`config.mk`:
```
export PLATFORM = sky130hd
export DESIGN_NAME = cfe_cell
export DESIGN_NICKNAME = d
export VERILOG_FILES = /design/src/sv/complex_fir_edge_replicate_defines.svh /design/src/sv/cfe_pkg.sv /design/src/sv/cfe_cell.sv
export SDC_FILE = /design/constraint.sdc
export NUM_CORES = 2
export LEC_CHECK = 0
export BUFFER_PORTS_ARGS = -buffer_cell sky130_fd_sc_hd__buf_2
export CAP_MARGIN = 20
export CORE_MARGIN = 1
export CORE_UTILIZATION = 70
export DETAILED_ROUTE_END_ITERATION = 10
export PLACE_DENSITY = 0.9
export REMOVE_ABC_BUFFERS = 1
export SYNTH_ARGS = -nofsm -noshare
export SYNTH_HDL_FRONTEND = slang
export SYNTH_SLANG_ARGS = --single-unit
```
`constraint.sdc`:
```
create_clock -name i_clk -period 10.5 [get_ports i_clk]
set_input_delay 2.625 -clock i_clk [delete_from_list [all_inputs] [get_ports i_clk]]
set_output_delay 2.625 -clock i_clk [all_outputs]
set_load 0.02 [all_outputs]
```
`src/sv/complex_fir_edge_replicate_defines.svh`:
```
// Assertion macros for the complex FIR with edge replication.
`ifndef COMPLEX_FIR_EDGE_REPLICATE_DEFINES_SVH
`define COMPLEX_FIR_EDGE_REPLICATE_DEFINES_SVH

// Same-cycle implication, clocked on i_clk, off while i_rst_n is low
`define CFE_ASSERT_IMP(lbl, ante, cons, msg) \
    lbl: assert property (@(posedge i_clk) disable iff (!i_rst_n) (ante) |-> (cons)) \
        else $error(msg);

// Next-cycle implication, clocked on i_clk, off while i_rst_n is low
`define CFE_ASSERT_NEXT(lbl, ante, cons, msg) \
    lbl: assert property (@(posedge i_clk) disable iff (!i_rst_n) (ante) |=> (cons)) \
        else $error(msg);

`endif

```
`src/sv/cfe_pkg.sv`:
```
// Shared types and constants for the complex FIR with edge replication.
package cfe_pkg;

    // Command codes of an input item
    localparam logic CMD_COEF   = 1'b0;
    localparam logic CMD_SAMPLE = 1'b1;

    // Fixed width of the tap index field
    localparam int TAP_IDX_W = 5;

    // Sequencer states
    typedef enum logic [1:0] {
        S_IDLE,
        S_CALC,
        S_PUSH
    } t_state;

    // Per-cycle control broadcast to every cell of the row
    typedef struct packed {
        logic push;  // shift samples one cell toward index 0
        logic fill;  // load every cell with the same sample
    } t_cell_ctl;

endpackage

```
`src/sv/cfe_cell.sv`:
```
// One tap cell: delay sample, tap, complex products and partial-sum stage.
module cfe_cell import cfe_pkg::*; #(
    parameter int SAMPLE_BITS = 16,
    parameter int COEF_BITS   = 16,
    parameter int ACC_W       = 38
) (
    input  logic                          i_clk,
    input  t_cell_ctl                     i_ctl,
    input  logic signed [SAMPLE_BITS-1:0] i_nb_re,
    input  logic signed [SAMPLE_BITS-1:0] i_nb_im,
    input  logic signed [SAMPLE_BITS-1:0] i_fill_re,
    input  logic signed [SAMPLE_BITS-1:0] i_fill_im,
    input  logic                          i_tap_we,
    input  logic signed [COEF_BITS-1:0]   i_tap_re,
    input  logic signed [COEF_BITS-1:0]   i_tap_im,
    input  logic signed [ACC_W-1:0]       i_acc_re,
    input  logic signed [ACC_W-1:0]       i_acc_im,
    output logic signed [SAMPLE_BITS-1:0] o_smp_re,
    output logic signed [SAMPLE_BITS-1:0] o_smp_im,
    output logic signed [ACC_W-1:0]       o_acc_re,
    output logic signed [ACC_W-1:0]       o_acc_im
);

    localparam int PROD_W = SAMPLE_BITS + COEF_BITS;

    logic signed [SAMPLE_BITS-1:0] r_smp_re, r_smp_im;
    logic signed [COEF_BITS-1:0]   r_tap_re, r_tap_im;
    logic signed [PROD_W-1:0]      r_p_rr, r_p_ii, r_p_ri, r_p_ir;
    logic signed [ACC_W-1:0]       r_acc_re, r_acc_im;

    // Delay sample: fill for a new block, else shift from the neighbor
    always_ff @(posedge i_clk) begin
        if (i_ctl.fill) begin
            r_smp_re <= i_fill_re;
            r_smp_im <= i_fill_im;
        end else if (i_ctl.push) begin
            r_smp_re <= i_nb_re;
            r_smp_im <= i_nb_im;
        end
    end

    // Tap register
    always_ff @(posedge i_clk) begin
        if (i_tap_we) begin
            r_tap_re <= i_tap_re;
            r_tap_im <= i_tap_im;
        end
    end

    // Four real products, registered
    always_ff @(posedge i_clk) begin
        r_p_rr <= PROD_W'(r_smp_re) * PROD_W'(r_tap_re);
        r_p_ii <= PROD_W'(r_smp_im) * PROD_W'(r_tap_im);
        r_p_ri <= PROD_W'(r_smp_re) * PROD_W'(r_tap_im);
        r_p_ir <= PROD_W'(r_smp_im) * PROD_W'(r_tap_re);
    end

    // Partial sum handed on to the next cell
    always_ff @(posedge i_clk) begin
        r_acc_re <= i_acc_re + ACC_W'(r_p_rr) - ACC_W'(r_p_ii);
        r_acc_im <= i_acc_im + ACC_W'(r_p_ri) + ACC_W'(r_p_ir);
    end

    assign o_smp_re = r_smp_re;
    assign o_smp_im = r_smp_im;
    assign o_acc_re = r_acc_re;
    assign o_acc_im = r_acc_im;

endmodule

```
Word-level counts from Yosys, hierarchy flattened
Index checks and enable logic that the tools add are counted.
W data, S select, Z words.
Storage, ports and cells
  bits of input ports: 176
  logic and storage cells: 23
  register bits after elaboration: 268
  output and inout port bits: 108
Operators by class
  reductions and logical operators: 1
  multiplexer cells: 4
  add/subtract/negate cells: 4
  multiply operators: 4
Operators by type and width (count)
  $mul A16 B16 Y32: 4
  $add A38 B32 Y38: 3
  $mux W16: 4
  $sub A38 B32 Y38: 1
  $reduce_bool A2 Y1: 1

Depth between registers and ports, before layout
  word-level depth: 2
  mapped depth: 24
  mapped depth without buffers: 23

Least setup slack after synthesis
Ideal clock, no wire load.
  path type: register to register
  start point: register r_smp_im[15] (netlist: o_smp_im[15])
  end point: register r_p_ir[30]
  data required time: 10.428 ns
  setup time: 0.072 ns
  clock period less this slack: 6.326 ns
  stages on the path, launching flop included: 22
  setup slack: 4.174 ns
  arrival: 6.254 ns
  buffers on the path: 1
  cells stage by stage: edfxtp_1 clkbuf_1 nand2_1 inv_1 fa_1 fa_1 fa_1 fa_1 fa_1 inv_1 fa_1 inv_1 ha_1 and2_1 a221oi_1 o21ai_1 a31o_2 or3_1 a41o_1 a31o_2 a21oi_1 xnor2_1
Between the ends
  word-level cells in the longest chain between the ends: 1
Ends and longest elaborated chain
  start: declaration: RTL line cfe_cell.sv:26  | logic signed [SAMPLE_BITS-1:0] r_smp_re, r_smp_im;
  start signal: assignment: RTL line cfe_cell.sv:35  | r_smp_im <= i_fill_im;
  start signal: assignment: RTL line cfe_cell.sv:38  | r_smp_im <= i_nb_im;
  $mul A16 B16 Y32: RTL line cfe_cell.sv:55  | r_p_ir <= PROD_W'(r_smp_im) * PROD_W'(r_tap_re);
  end signal: assignment: RTL line cfe_cell.sv:55
  end: declaration: RTL line cfe_cell.sv:28  | logic signed [PROD_W-1:0] r_p_rr, r_p_ii, r_p_ri, r_p_ir;
No other way between the ends.
A chain may end at the register's enable or synchronous reset.

Final worst setup path
  start point: register r_smp_im[15] (netlist: o_smp_im[15])
  end point: register r_p_ii[31]
Between the ends
  word-level cells in the longest chain between the ends: 1
Ends and longest elaborated chain
  $mul A16 B16 Y32: RTL line cfe_cell.sv:53  | r_p_ii <= PROD_W'(r_smp_im) * PROD_W'(r_tap_im);
  end signal: assignment: RTL line cfe_cell.sv:53
  end: declaration: RTL line cfe_cell.sv:28
No other way between the ends.

==> flow_summary.yaml <==
status:
  status: "complete, no violations"
detailed_routing:
  vias: 38230
  drcViolationCount: 0
  wl_um: 128100
  via_per_inst: 5.834
  first_pass_iters: 7
  wire_per_inst_um: 19.54
  first_iter_violations: 3389
  drt.antenna.violating_nets: 0
flow_run:
  maxCapViolCount: 0
logic_synthesis:
  synthCells: 5385
  avgSynthCellArea_um2: 9.517
  yosys_warnings: 0
  synth_compound_area_frac: 0.06152
  synth-simple-area-share: 0.1314
  synth_edf_count: 64
  synth_fa_ha_area_frac: 0.5368
  ys_types: 75
  synth_top_area_frac: 0.4387
  ys_seq_area_frac: 0.1172
  synth-seq-cells: 268
  yosys-mux-area-fraction: 0.007642
  synth_top_area_cell: "fa_1"
  yosys_most_used_dff: "dfxtp_1"
  synth-xor-area-share: 0.03486
  synth_area_um2: 51250
  synth_top_family_by_area: "adder cells"
  async_flop_share: 0
  synthTopCellsByArea: "fa_1 44%, ha_1 9.8%, inv_1 9.6%, dfxtp_1 8.0%, and2_1 6.1%"
sta:
  setup_viol: 0
  setup_tns_ns: 0
  max-slew-margin-rel: 0.2903
  fmax_mhz: 138.1
  min_period_ns: 7.239
  rsz0062_at_grt: "no"
  finalMaxSlewViolations: 0
  hold_violations: 0
  skew_ns: 0.03609
  post-route-period-util: 0.6894
  tightest_slew_ns: 1.065
floorplanning:
  die_area_um2: 74300
  start_util: 0.7120
  core-area_um2: 71980
  die_y_um: 272.6
  io_pins: 284
  die_w_um: 272.6
  core.rowCount: 98
finish:
  final_common_cell: "inv_1"
  mostFrequentLayoutCells: "1,305 x inv_1, 1,123 x fa_1, 541 x nand2_1"
  area_growth_pct: 7.278
  drive_above_1_share: 0.08500
  fin_nets: 7271
critical_path:
  cp_max_fo: 20
  r2r_cells: 21
  reg2reg_setup_slack_ns: 3.26
  cp.required_ns: 11.01
  worstReg2RegEnd: "r_p_ii[31]"
  r2r_start: "o_smp_im[15]"
  critPathArrivalTime_ns: 7.75
  worstSetupEndpointType: "register"
  start_kind: "register"
  critical_path_class: "reg -> reg"
global_route:
  grtUsageTotal: 0.3608
  gr-total-overflow: 0
  grt_pass1_vias: 42360
  grt_max_degree: 34
  grt_pass1_wl_um: 209400
  antenna_found_initial: 3
cts:
  cts_buffers: 38
  cts.clk_slew.worst_paths_ns: 0.06
  cts.repair.resized: 0
  clock_latency_ns: 0.60
  cts_tree: "done"
  root_buffer: "clkbuf_16"
  cts_setup_buffers: 0
  cts_sinks: 268
  cts_hold_buf: 0
  cts_buffer_depth: 3
  htreeDepth: 2
placed_design:
  place_congestion: 0.9333
  port_buffers: 283
  dp.final_hpwl_um: 94160
hold_path:
  hp-start: "r_p_ir[0]"
  hold_class: "reg -> reg"
  min_to: "o_acc_im[0]"
  hold_depth: 3
==> synthesized netlist by cell type, drive strengths merged (3+ instances only) <==
| cell type | n |
|---|---|
| a21oi | 148 |
| a21boi | 5 |
| and3 | 15 |
| a31oi | 14 |
| o22ai | 4 |
| or2 | 7 |
| a211o | 5 |
| o41ai | 4 |
| ha | 402 |
| nor2b | 19 |
| a31o | 10 |
| nor4 | 4 |
| o31ai | 4 |
| and2 | 502 |
| nor3 | 24 |
| o21bai | 25 |
| fa | 1123 |
| o21a | 32 |
| a221oi | 4 |
| o211ai | 10 |
| xnor2 | 164 |
| mux2 | 33 |
| a2111oi | 6 |
| a311oi | 6 |
| a211oi | 18 |
| o31a | 4 |
| dfxtp | 204 |
| nor2 | 159 |
| and4 | 3 |
| xor2 | 40 |
| a21o | 65 |
| nand4 | 13 |
| buf | 4 |
| or3 | 9 |
| nand2 | 541 |
| o21ai | 93 |
| a41o | 3 |
| inv | 1305 |
| nand2b | 38 |
| edfxtp | 64 |
| nand3 | 23 |
| clkbuf | 199 |
==> registers in the layout (all words and copies together) (netlist names) <==
register and cells:
r_tap_im 16, r_p_rr 32, o_smp_re 16, r_p_ri 32
o_acc_im 38, r_tap_re 16, o_smp_im 16, o_acc_re 38
r_p_ir 32, r_p_ii 32
==> cells by family (layout without fill, tap and decap cells) <==
logic type / after synthesis / in the layout
xor gates and xnor gates: 204 / 204
AOI/OAI and AO/OA: 481 / 481
DFF: 268 / 268
buffers and inverters: 1509 / 1724
adders and majority gates: 1525 / 1525
and+or+nand+nor: 1363 / 1363
other: 0 / 3
muxes: 35 / 35
==> worst max-delay path by stage <==
stage | from | end | slack (ns) | cells after the start
2_1_floorplan | o_smp_im[15] | r_p_ir[30] | 4.09 | 19
3_3_place_gp | r_tap_im[3] | r_p_ri[31] | 3.53 | 20
5_1_grt | o_smp_im[15] | r_p_ii[31] | 2.92 | 21
3_5_place_dp | r_tap_im[6] | r_p_ri[31] | 3.10 | 21
4_1_cts | r_tap_im[4] | r_p_ri[31] | 3.02 | 21
6_report | o_smp_im[15] | r_p_ii[31] | 3.26 | 21
==> layer usage <==
metal	up-vias	share of wire	GRT usage	wire length (um)
met5	-	0	0	0
met4	0	0.067	0.2151	8569
met3	524	0.10	0.07012	12850
met2	2202	0.49	0.6051	63110
met1	19120	0.34	0.4342	43530
li1	16390	-	-	-
==> cell type report <==
| cell class | instances | area, um2 |
|---|---|---|
| diodes | 3 | 7.507 |
| clock buffers | 49 | 1044 |
| clock inverters | 21 | 232.7 |
| fillers | 4465 | 17000 |
| inverters | 1306 | 4902 |
| multi-input cells | 3608 | 39580 |
| flip-flops and latches | 268 | 6006 |
| well taps | 950 | 1189 |
| repair buffers | 348 | 2019 |
==> worst max-delay path, cell delays in order (launching register included) <==
cell and delay (ns):
edfxtp_1 0.74, buf_4 0.42, nand2_1 0.15, inv_1 0.15
fa_1 0.55, fa_1 0.57, fa_1 0.45, fa_1 0.52
fa_1 0.50, inv_1 0.05, fa_1 0.47, inv_1 0.04
ha_1 0.36, and4_1 0.31, nand2_1 0.07, o21ai_0 0.19
a21oi_1 0.09, a311oi_1 0.67, a21oi_1 0.21, o21bai_1 0.29
a31o_2 0.20, xnor2_1 0.11
==> per-stage QoR <==
step	cells	worst slack, ns	instance area (um2)	util	hold WS (ns)
after CTS	6542	3.023	54800	0.7614	0.5750
after detailed placement	6472	3.102	53530	0.7437	0.5660
final	6553	3.261	54980	0.7638	0.5713
after floorplan	5182	4.087	50490	-	0.5491
after global routing	6553	2.915	54980	0.7638	0.6207
after global placement	6471	3.531	53510	0.7435	0.5568
Power is not shown: default switching activity piles up to over one toggle a cycle in this logic, so the estimate is an artifact.
